$ cat config.mk
export PLATFORM = sky130hd
export DESIGN_NAME = day_count_to_gregorian_date_core
export DESIGN_NICKNAME = d
export VERILOG_FILES = /design/src/design/dgc_pkg.sv /design/src/design/dgc_div_step.sv /design/src/design/day_count_to_gregorian_date_core.sv
export SDC_FILE = /design/constraint.sdc
export NUM_CORES = 2
export LEC_CHECK = 0
export ABC_AREA = 1
export BUFFER_PORTS_ARGS = -buffer_cell sky130_fd_sc_hd__buf_2
export CORE_ASPECT_RATIO = 0.9
export CORE_UTILIZATION = 34
export CTS_CLUSTER_DIAMETER = 80
export DETAILED_ROUTE_END_ITERATION = 8
export GPL_TIMING_DRIVEN = 1
export SYNTH_ARGS = -nofsm -noshare
export SYNTH_HDL_FRONTEND = slang
export SYNTH_SLANG_ARGS = --single-unit
export TNS_END_PERCENT = 100
$ cat constraint.sdc
create_clock -name clk -period 6.65 [get_ports clk]
set_input_delay 0 -clock clk [delete_from_list [all_inputs] [get_ports clk]]
set_output_delay 0 -clock clk [all_outputs]
set_load 0.01 [all_outputs]
$ cat src/design/dgc_pkg.sv
// dgc_pkg: shared widths, calendar constants and helper functions for the date converter
`timescale 1ns / 1ps
`default_nettype none

package dgc_pkg;

  // port field widths
  localparam int DAY_W   = 22;
  localparam int YEAR_W  = 14;
  localparam int MONTH_W = 4;
  localparam int DOM_W   = 5;

  localparam int MAX_YEAR_DEFAULT = 9999;

  // days in the nested leap cycles
  localparam int DAYS_400Y = 146097;
  localparam int DAYS_100Y = 36524;
  localparam int DAYS_4Y   = 1461;
  localparam int DAYS_1Y   = 365;

  localparam int YEARS_400 = 400;
  localparam int YEARS_100 = 100;
  localparam int YEARS_4   = 4;

  // quotient and remainder widths of each cycle split
  localparam int Q400_W = 5;
  localparam int R400_W = 18;
  localparam int Q100_W = 2;
  localparam int Q100_MAX = 3;
  localparam int R100_W = 16;
  localparam int Q4_W   = 5;
  localparam int Q4_MAX = 31;
  localparam int R4_W   = 11;
  localparam int Q1_W   = 2;
  localparam int DOY_W  = 9;

  // the 4-year group that holds a century year
  localparam int Q4_CENTURY = 24;
  localparam int NUM_MONTHS = 12;

  // days from 0001-01-01 through december 31 of year y
  function automatic int days_through(input int y);
    return y * DAYS_1Y + y / 4 - y / 100 + y / 400;
  endfunction

  // day of year (from zero) on which month m (from zero) begins
  function automatic logic [DOY_W-1:0] month_start(input logic [MONTH_W-1:0] m,
                                                   input logic leap);
    logic [DOY_W-1:0] base;
    case (m)
      4'd0:    base = 9'd0;
      4'd1:    base = 9'd31;
      4'd2:    base = 9'd59;
      4'd3:    base = 9'd90;
      4'd4:    base = 9'd120;
      4'd5:    base = 9'd151;
      4'd6:    base = 9'd181;
      4'd7:    base = 9'd212;
      4'd8:    base = 9'd243;
      4'd9:    base = 9'd273;
      4'd10:   base = 9'd304;
      4'd11:   base = 9'd334;
      default: base = 9'd0;
    endcase
    if (leap && m >= 4'd2) begin
      base = base + 9'd1;
    end
    return base;
  endfunction

endpackage

`default_nettype wire

$ cat src/design/dgc_div_step.sv
// dgc_div_step: two-stage division by a constant using a reciprocal multiply, with side payload
`timescale 1ns / 1ps
`default_nettype none

module dgc_div_step #(
  parameter int X_W   = 22,
  parameter int D     = 146097,
  parameter int Q_W   = 5,
  parameter int Q_MAX = 31,
  parameter int R_W   = 18,
  parameter int S_W   = 1
) (
  input  wire logic           clk,
  input  wire logic           rst,
  input  wire logic           in_valid,
  input  wire logic [X_W-1:0] x,
  input  wire logic [S_W-1:0] side_in,
  output logic                out_valid,
  output logic [Q_W-1:0]      quot,
  output logic [R_W-1:0]      rem,
  output logic [S_W-1:0]      side_out
);

  // exact floor division for every x below 2**X_W
  localparam int K    = X_W + $clog2(D);
  localparam int M_W  = X_W + 1;
  localparam int P_W  = X_W + M_W;
  localparam int QR_W = P_W - K;
  localparam longint unsigned RECIP_FULL = ((64'd1 << K) + 64'(D) - 64'd1) / 64'(D);
  localparam logic [M_W-1:0] RECIP = M_W'(RECIP_FULL);

  logic [P_W-1:0]  prod;
  logic [QR_W-1:0] qraw;
  logic [Q_W-1:0]  qa_next;
  logic [X_W-1:0]  qd;

  logic            va;
  logic [X_W-1:0]  xa;
  logic [Q_W-1:0]  qa;
  logic [S_W-1:0]  sa;

  assign prod    = P_W'(x) * P_W'(RECIP);
  assign qraw    = prod[P_W-1:K];
  assign qa_next = (qraw > QR_W'(Q_MAX)) ? Q_W'(Q_MAX) : Q_W'(qraw);
  assign qd      = X_W'(qa) * X_W'(D);

  always_ff @(posedge clk) begin
    if (rst) begin
      va        <= 1'b0;
      out_valid <= 1'b0;
    end else begin
      va        <= in_valid;
      out_valid <= va;
    end
  end

  always_ff @(posedge clk) begin
    xa       <= x;
    qa       <= qa_next;
    sa       <= side_in;
    quot     <= qa;
    rem      <= R_W'(xa - qd);
    side_out <= sa;
  end

endmodule

`default_nettype wire

$ cat src/design/day_count_to_gregorian_date_core.sv
// day_count_to_gregorian_date_core: pipelined day count to proleptic gregorian date converter
`timescale 1ns / 1ps
`default_nettype none

// Usage
//   in:  day_count is taken at a rising edge with start high and busy low.
//        busy is high only while rst is high, so one transfer per cycle is
//        accepted back to back.
//   out: year_out, month_out, day_of_month and invalid are shown for one
//        cycle with done high; the receiver cannot hold them off.
//   pipeline: throughput is one item per cycle. A result passes the
//        input stage, then the three splits into 400-, 100- and 4-year
//        cycles, each a reciprocal multiply stage and a remainder stage,
//        then the year/day-of-year, month search and output stages.
//   invalid: a count of zero or past december 31 of MAX_YEAR gives invalid
//        high and all date fields zero.
//   reset: rst clears every valid bit; items in flight are dropped and no
//        done is raised until new transfers come through.
module day_count_to_gregorian_date_core #(
  parameter int MAX_YEAR = dgc_pkg::MAX_YEAR_DEFAULT
) (
  input  wire logic                        clk,
  input  wire logic                        rst,
  input  wire logic                        start,
  output logic                             busy,
  input  wire logic [dgc_pkg::DAY_W-1:0]   day_count,
  output logic                             done,
  output logic [dgc_pkg::YEAR_W-1:0]       year_out,
  output logic [dgc_pkg::MONTH_W-1:0]      month_out,
  output logic [dgc_pkg::DOM_W-1:0]        day_of_month,
  output logic                             invalid
);

  localparam int DAY_W   = dgc_pkg::DAY_W;
  localparam int YEAR_W  = dgc_pkg::YEAR_W;
  localparam int MONTH_W = dgc_pkg::MONTH_W;
  localparam int DOM_W   = dgc_pkg::DOM_W;
  localparam int Q400_W  = dgc_pkg::Q400_W;
  localparam int R400_W  = dgc_pkg::R400_W;
  localparam int Q100_W  = dgc_pkg::Q100_W;
  localparam int R100_W  = dgc_pkg::R100_W;
  localparam int Q4_W    = dgc_pkg::Q4_W;
  localparam int R4_W    = dgc_pkg::R4_W;
  localparam int Q1_W    = dgc_pkg::Q1_W;
  localparam int DOY_W   = dgc_pkg::DOY_W;
  localparam int S100_W  = 1 + Q400_W;
  localparam int S4_W    = S100_W + Q100_W;
  localparam int LATENCY = 10;

  localparam logic [DAY_W-1:0] LAST_DAY = DAY_W'(dgc_pkg::days_through(MAX_YEAR));

  logic transfer;
  assign busy     = rst;
  assign transfer = start && !busy;

  // stage 1: range check and zero-based index
  logic             v1;
  logic             bad1;
  logic [DAY_W-1:0] n1;

  always_ff @(posedge clk) begin
    if (rst) begin
      v1 <= 1'b0;
    end else begin
      v1 <= transfer;
    end
  end

  always_ff @(posedge clk) begin
    bad1 <= (day_count == '0) || (day_count > LAST_DAY);
    n1   <= day_count - DAY_W'(1);
  end

  // 400-year cycles
  logic              v3;
  logic [Q400_W-1:0] q400_3;
  logic [R400_W-1:0] r400_3;
  logic              bad3;

  dgc_div_step #(
    .X_W  (DAY_W),
    .D    (dgc_pkg::DAYS_400Y),
    .Q_W  (Q400_W),
    .Q_MAX((1 << Q400_W) - 1),
    .R_W  (R400_W),
    .S_W  (1)
  ) u_div400 (
    .clk      (clk),
    .rst      (rst),
    .in_valid (v1),
    .x        (n1),
    .side_in  (bad1),
    .out_valid(v3),
    .quot     (q400_3),
    .rem      (r400_3),
    .side_out (bad3)
  );

  // 100-year cycles, the last one of four takes the leftover day
  logic              v5;
  logic [Q100_W-1:0] q100_5;
  logic [R100_W-1:0] r100_5;
  logic [S100_W-1:0] side5;

  dgc_div_step #(
    .X_W  (R400_W),
    .D    (dgc_pkg::DAYS_100Y),
    .Q_W  (Q100_W),
    .Q_MAX(dgc_pkg::Q100_MAX),
    .R_W  (R100_W),
    .S_W  (S100_W)
  ) u_div100 (
    .clk      (clk),
    .rst      (rst),
    .in_valid (v3),
    .x        (r400_3),
    .side_in  ({bad3, q400_3}),
    .out_valid(v5),
    .quot     (q100_5),
    .rem      (r100_5),
    .side_out (side5)
  );

  // 4-year cycles
  logic              v7;
  logic [Q4_W-1:0]   q4_7;
  logic [R4_W-1:0]   r4_7;
  logic [S4_W-1:0]   side7;

  dgc_div_step #(
    .X_W  (R100_W),
    .D    (dgc_pkg::DAYS_4Y),
    .Q_W  (Q4_W),
    .Q_MAX(dgc_pkg::Q4_MAX),
    .R_W  (R4_W),
    .S_W  (S4_W)
  ) u_div4 (
    .clk      (clk),
    .rst      (rst),
    .in_valid (v5),
    .x        (r100_5),
    .side_in  ({side5, q100_5}),
    .out_valid(v7),
    .quot     (q4_7),
    .rem      (r4_7),
    .side_out (side7)
  );

  logic              bad7;
  logic [Q400_W-1:0] q400_7;
  logic [Q100_W-1:0] q100_7;
  assign bad7   = side7[S4_W-1];
  assign q400_7 = side7[Q100_W +: Q400_W];
  assign q100_7 = side7[Q100_W-1:0];

  // stage 8: single years, year number and leap flag
  logic [Q1_W-1:0]  q1_c;
  logic [DOY_W-1:0] doy_c;
  logic             v8;
  logic             bad8;
  logic             leap8;
  logic [YEAR_W-1:0] year8;
  logic [DOY_W-1:0] doy8;

  always_comb begin
    if (r4_7 >= R4_W'(3 * dgc_pkg::DAYS_1Y)) begin
      q1_c = 2'd3;
    end else if (r4_7 >= R4_W'(2 * dgc_pkg::DAYS_1Y)) begin
      q1_c = 2'd2;
    end else if (r4_7 >= R4_W'(dgc_pkg::DAYS_1Y)) begin
      q1_c = 2'd1;
    end else begin
      q1_c = 2'd0;
    end
    doy_c = DOY_W'(r4_7 - R4_W'(q1_c) * R4_W'(dgc_pkg::DAYS_1Y));
  end

  always_ff @(posedge clk) begin
    if (rst) begin
      v8 <= 1'b0;
    end else begin
      v8 <= v7;
    end
  end

  // a year is leap when it ends a 4-year group, unless it is a century
  // year outside the fourth century of the 400-year cycle
  always_ff @(posedge clk) begin
    bad8  <= bad7;
    doy8  <= doy_c;
    leap8 <= (q1_c == 2'd3) &&
             ((q4_7 != Q4_W'(dgc_pkg::Q4_CENTURY)) ||
              (q100_7 == Q100_W'(dgc_pkg::Q100_MAX)));
    year8 <= YEAR_W'(q400_7) * YEAR_W'(dgc_pkg::YEARS_400)
           + YEAR_W'(q100_7) * YEAR_W'(dgc_pkg::YEARS_100)
           + YEAR_W'(q4_7) * YEAR_W'(dgc_pkg::YEARS_4)
           + YEAR_W'(q1_c) + YEAR_W'(1);
  end

  // stage 9: month search over the month start table
  logic [MONTH_W-1:0] mon_c;
  logic               v9;
  logic               bad9;
  logic               leap9;
  logic [YEAR_W-1:0]  year9;
  logic [DOY_W-1:0]   doy9;
  logic [MONTH_W-1:0] mon9;

  always_comb begin
    mon_c = '0;
    for (int i = 1; i < dgc_pkg::NUM_MONTHS; i++) begin
      if (doy8 >= dgc_pkg::month_start(MONTH_W'(i), leap8)) begin
        mon_c = MONTH_W'(i);
      end
    end
  end

  always_ff @(posedge clk) begin
    if (rst) begin
      v9 <= 1'b0;
    end else begin
      v9 <= v8;
    end
  end

  always_ff @(posedge clk) begin
    bad9  <= bad8;
    leap9 <= leap8;
    year9 <= year8;
    doy9  <= doy8;
    mon9  <= mon_c;
  end

  // stage 10: day of month and output register
  logic [DOY_W-1:0] dom_c;
  assign dom_c = doy9 - dgc_pkg::month_start(mon9, leap9) + DOY_W'(1);

  always_ff @(posedge clk) begin
    if (rst) begin
      done <= 1'b0;
    end else begin
      done <= v9;
    end
  end

  always_ff @(posedge clk) begin
    invalid <= bad9;
    if (bad9) begin
      year_out     <= '0;
      month_out    <= '0;
      day_of_month <= '0;
    end else begin
      year_out     <= year9;
      month_out    <= mon9 + MONTH_W'(1);
      day_of_month <= DOM_W'(dom_c);
    end
  end

  // every transfer comes out after a fixed latency
  a_latency : assert property (@(posedge clk) disable iff (rst)
    transfer |-> ##LATENCY done)
    else $error("result missing after a transfer");

  // a valid date has its fields in range
  a_fields : assert property (@(posedge clk) disable iff (rst)
    (done && !invalid) |-> (year_out != '0) && (month_out >= MONTH_W'(1)) &&
      (month_out <= MONTH_W'(12)) && (day_of_month >= DOM_W'(1)))
    else $error("valid result with a field out of range");

  // february 29 only in a year divisible by four
  a_leap_day : assert property (@(posedge clk) disable iff (rst)
    (done && !invalid && month_out == MONTH_W'(2) && day_of_month == DOM_W'(29))
      |-> (year_out[1:0] == 2'b00))
    else $error("leap day in a year not divisible by four");

endmodule

`default_nettype wire

# == Word level (Yosys, flattened, before mapping) ==
# Memory sizes are Yosys's and may differ from the RTL's.
# Cells that the tools add are included.
# word_totals
mem_bits_rw,0
input_bits,25
n_memories,1
register_bits,251
out_inout_bits,26
mem_bits_ro,144
latchBits,0
# memory_table
memory,depth,word_bits,read_ports,rd_ports_with_merged_regs,wr,line_no,rtl
(name not given),16,9,1,0,0,dgc_pkg.sv:50,case (m)
# classes
n_mux,24
reduce_logical,9
n_shift,0
multipliers,9
n_addsub,13
div,0
n_bitwise,0
n_lt_le_gt_ge,19
eq_ne,3
# ops
op,count
$mul A22 B22 Y44 const B,1
$mul A18 B19 Y37 const B,1
$ge A9 B8 Y1,4
$mul A16 B15 Y31 const B,1
$ge A9 B9 Y1,3
$gt A22 B22 Y1 const B,1
$logic_not A22 Y1,1
$sub A22 B1 Y22 const B,1
$ge A9 B7 Y1,2
$mul A5 B18 Y18 const B,1
$mux W3,6
$sub A18 B18 Y18,1
$mux W2,8
$sub A16 B16 Y16,1
$add A14 B1 Y14 const B,1
$add A14 B2 Y14,1
$add A14 B7 Y14,1
$add A14 B9 Y14,1
$mul A2 B14 Y14 const B,1
$ge A11 B10 Y1 const B,1
$ge A11 B11 Y1 const B,1
$ge A11 B9 Y1 const B,1
$mul A5 B11 Y11 const B,1
$sub A11 B11 Y11,1
23 further kinds,35

# == Longest topological paths before layout ==
# logic_depth
word_depth,11
ltp_mapped,25
depth_no_buf,25

# == Cells and area by module ==
# A second synthesis with hierarchy kept.
# unflattened
cells_unflattened,3699
hier_area_um2,32212.1
# by_module_without_submodules
mod,n_inst,area_per_inst_um2,cells_per_inst
dgc_div_step (u_div400),1,11696.2,1365
dgc_div_step (u_div100),1,7887.6,860
dgc_div_step (u_div4),1,7270.7,827
day_count_to_gregorian_date_core,1,5357.6,647

# == Least setup slack after synthesis ==
# OpenSTA, ideal clock, no wires.
# synth_timing
path_type,reg2reg
startpoint,reg n1[1]
endpoint,reg u_div400.qa[0]
setup_slack_ns,1.058
stages_incl_launch_ff,26
synth_period_minus_slack_ns,5.592
required_time_ns,6.541
t_arrival_ns,5.483
cell_sequence,dfxtp_1 > inv_1 > fa_1 > inv_1 > fa_1 > inv_1 > fa_1 > fa_1 > inv_1 > fa_1 > fa_1 > inv_1 > fa_1 > inv_1 > ha_1 > nand2_1 > nor2_1 > nand2_1 > nor3_2 > nand2_1 > nor2_1 > nor2_1 > nand2_1 > nand2_1 > nand2_1 > inv_1
# synth_via
elab_chain_cells,2
# synth_rtl
element,line_no,rtl
start: declaration,day_count_to_gregorian_date_core.sv:59,logic [DAY_W-1:0] n1;
start signal: assignment,day_count_to_gregorian_date_core.sv:71,n1 <= day_count - DAY_W'(1);
$mul A22 B22 Y44 *,dgc_div_step.sv:42,assign prod = P_W'(x) * P_W'(RECIP);
$gt A5 B5 Y1,dgc_div_step.sv:44,assign qa_next = (qraw > QR_W'(Q_MAX)) ? Q_W'(Q_MAX) : Q_W'(qraw);
end signal: assignment,dgc_div_step.sv:59,qa <= qa_next;
end: declaration,dgc_div_step.sv:39,logic [Q_W-1:0] qa;
# Mark *: on every way between the ends. The rest lies on a longest branch, timed or not.
# A chain may end at the register's enable or synchronous reset.

# == Final worst setup path ==
# layout_timing
startpoint,reg n1[2]
endpoint,reg u_div400.qa[4]
# Same word-level chain as after synthesis.

==> flow_metrics.tcl <==
set metrics [dict create \
    cp_slowest_cell "fa_1" \
    area_growth_pct 10.8 \
    endpoint "u_div400.qa[4]" \
    fin_skew_ns 0.0109 \
    arrival_ns 6.63 \
    finalHoldViolations 0 \
    vias 22300 \
    rsz0062_at_grt "false" \
    min_path_type "input pin to flop" \
    finalSetupViolCount 0 \
    worstPathCellList "inv_1 -> fa_1 -> inv_1 -> fa_1 -> inv_1 -> fa_1 -> fa_1 -> inv_1 -> fa_1 -> fa_1 -> inv_1 -> fa_1 -> inv_1 -> ha_1 -> nand2_1 -> nor2_1 -> nand2_1 -> a211oi_1 -> nand3_1 -> nand3_1 -> nand2_1 -> nand2_1" \
    nets 4806 \
    required_ns 7.19 \
    antenna_found_initial 1 \
    path_clk_slew_ns 0.06 \
    synthCells 3567 \
    io_buffer_count 50 \
    cts-root-buf "clkbuf_16" \
    overflow 0 \
    clock-sinks 251 \
    timing.final.crit_share_pct 91.5 \
    yosysWarnings 0 \
    setup_tns_ns 0 \
    clock_path_buffers 3 \
    worst_slew_pin_slew_ns 0.817 \
    gp_congestion 0.910 \
    reg2reg_depth 22 \
    ys_seq_area_share_pct 15.8 \
    slew_viol_final 0 \
    netlist_area_sq_um 31800 \
    status "finished, final reports clean" \
    path_buf_inv 6 \
    grt_pass1_wl_um 120000 \
    rrSetupSlack_ns 0.56 \
    clock_latency_ns 0.60 \
    die_h_um 292 \
    max_stage_delay_ns 0.56 \
    hold_path_startpoint "rst" \
    synth_cell_type_count 51 \
    numCtsBuffers 31 \
    crit_family "adder cells" \
    avgSynthCellArea_sq_um 8.92 \
    antenna_left 0 \
    synth-edff-count 0 \
    htree_num_levels 1 \
    cp_max_fo 8 \
    mostFrequentLayoutCells "inv_1, ha_1, nand2_1" \
    n_antenna_cell 0 \
    hpwl_um 63000 \
    cts_tree "done" \
    fin_crit_ns 6.09 \
    crit_start "n1[2]" \
    syn_nets 4671 \
    wirelength_um 71900 \
    grt_max_degree 24 \
    drc 0 \
    drv_cap 0 \
    drive_gt1_share_pct 4.43 \
    cp_num_cells 22 \
    hold_slack_ns 0.230 \
    via_per_inst 4.49 \
    synth-seq-cells 251 \
    setup.worst_path.start_class "flop" \
    final_common_cell "inv_1" \
    grt_pass1_vias 23400 \
    worst-setup-path-type "flop to flop" \
    start_util_pct 34.3 \
    r2r-end "u_div400.qa[4]" \
    core_sq_um 92800 \
    drt_iter0_markers 1029 \
    track_usage_pct 15.7 \
    post_drt_wl_per_cell_um 14.5 \
    ys.flop_type "dfxtp_1" \
    worstSetupEndpointType "flop" \
    io_pins 51 \
    synthArstFlopShare_pct 0 \
    die_area_sq_um 94800 \
    r2r-start "n1[2]" \
    core.rowCount 106 \
    die_w_um 325 \
    fmax_mhz 164 \
    drtPass1Iterations 5 \
    relSlewSlack_pct 45.5 \
    crit_top_cell "fa_1" \
]
flip-flops by register name, summed over array words and instances (netlist names), 6 cells and up:
name	count
u_div100.side_out	6
u_div4.sa	8
doy8	9
n1	22
u_div400.xa	18
u_div4.xa	11
u_div4.rem	11
u_div100.rem	16
year8	14
u_div400.rem	18
u_div100.xa	16
year9	14
u_div100.sa	6
u_div4.side_out	8
year_out	14
how the worst min path moves through the flow:
stage                           end  depth (start not counted)  slack (ns)
after detailed placement         v1                          3        0.21
after floorplan                busy                          1        0.09
after CTS                      done                          3        0.20
final                     u_div4.va                          3        0.23
after global routing           done                          3        0.24
after global placement           v1                          3        0.20
metrics by stage:
step                      setup WS [ns]  util (%)  instances  area (sq um)
after floorplan                    1.06         -       3567         31800
after detailed placement          0.603      36.3       4862         33700
after global routing              0.115      38.0       4968         35300
final                             0.564      38.0       4968         35300
after global placement            0.547      36.3       4862         33700
after CTS                         0.567      38.0       4968         35300
kinds of logic (layout without fill, tap and decap cells):
family | Yosys count | count (layout) | share of synthesized area, %
mux | 1 | 1 | 0.0354
buf+inv | 960 | 1119 | 11.4
xor+xnor | 105 | 105 | 2.91
flops | 251 | 251 | 15.8
fa+ha+maj | 1079 | 1079 | 52.9
simple gates | 884 | 884 | 11.9
compound gates | 287 | 287 | 5.11
repair_timing:
item | CTS | global route
hold buffers | 49 | 0
gates resized for setup | 0 | 0
endpoints found under the hold margin | 33 | 0
setup buffers | 0 | 0
metal layers:
layer	GRT usage (%)	wire (um)
met1	21.8	34100
met2	26.5	33900
met3	1.38	2560
met4	3.18	1440
met5	0	0
synth_stat cells, drive strengths merged, types with 6 or more instances:
cell type,instances,share of area [%]
inv,951,11
ha,636,25
nand2,484,5.7
fa,443,28
dfxtp,251,16
nor2,203,2.6
a21oi,148,2.3
nand3,96,1.6
o21ai,77,1.3
xor2,73,2.0
nand4,42,0.85
nor3,36,0.70
xnor2,32,0.88
a21o,15,0.35
o21bai,15,0.39
nand3b,10,0.24
a21boi,9,0.21
a31oi,8,0.16
nor4,6,0.12
final cells by class:
| type | instances | area (sq um) |
|---|---|---|
| clock buffers | 34 | 807 |
| clock inverters | 23 | 292 |
| fillers | 9413 | 57600 |
| inverters | 952 | 3570 |
| multi-input cells | 2356 | 23200 |
| flip-flops and latches | 251 | 5020 |
| well taps | 1242 | 1550 |
| repair buffers | 110 | 823 |
tightest hold or removal path, delay by kind of cell:
kind,cells,cell delay (ns)
buffers and inverters,2,0.72
AND/OR/NAND/NOR,1,0.06
Power is left out: the tool's default activity adds up to more than one toggle a clock period on the data nets, which glitch-free logic cannot reach.
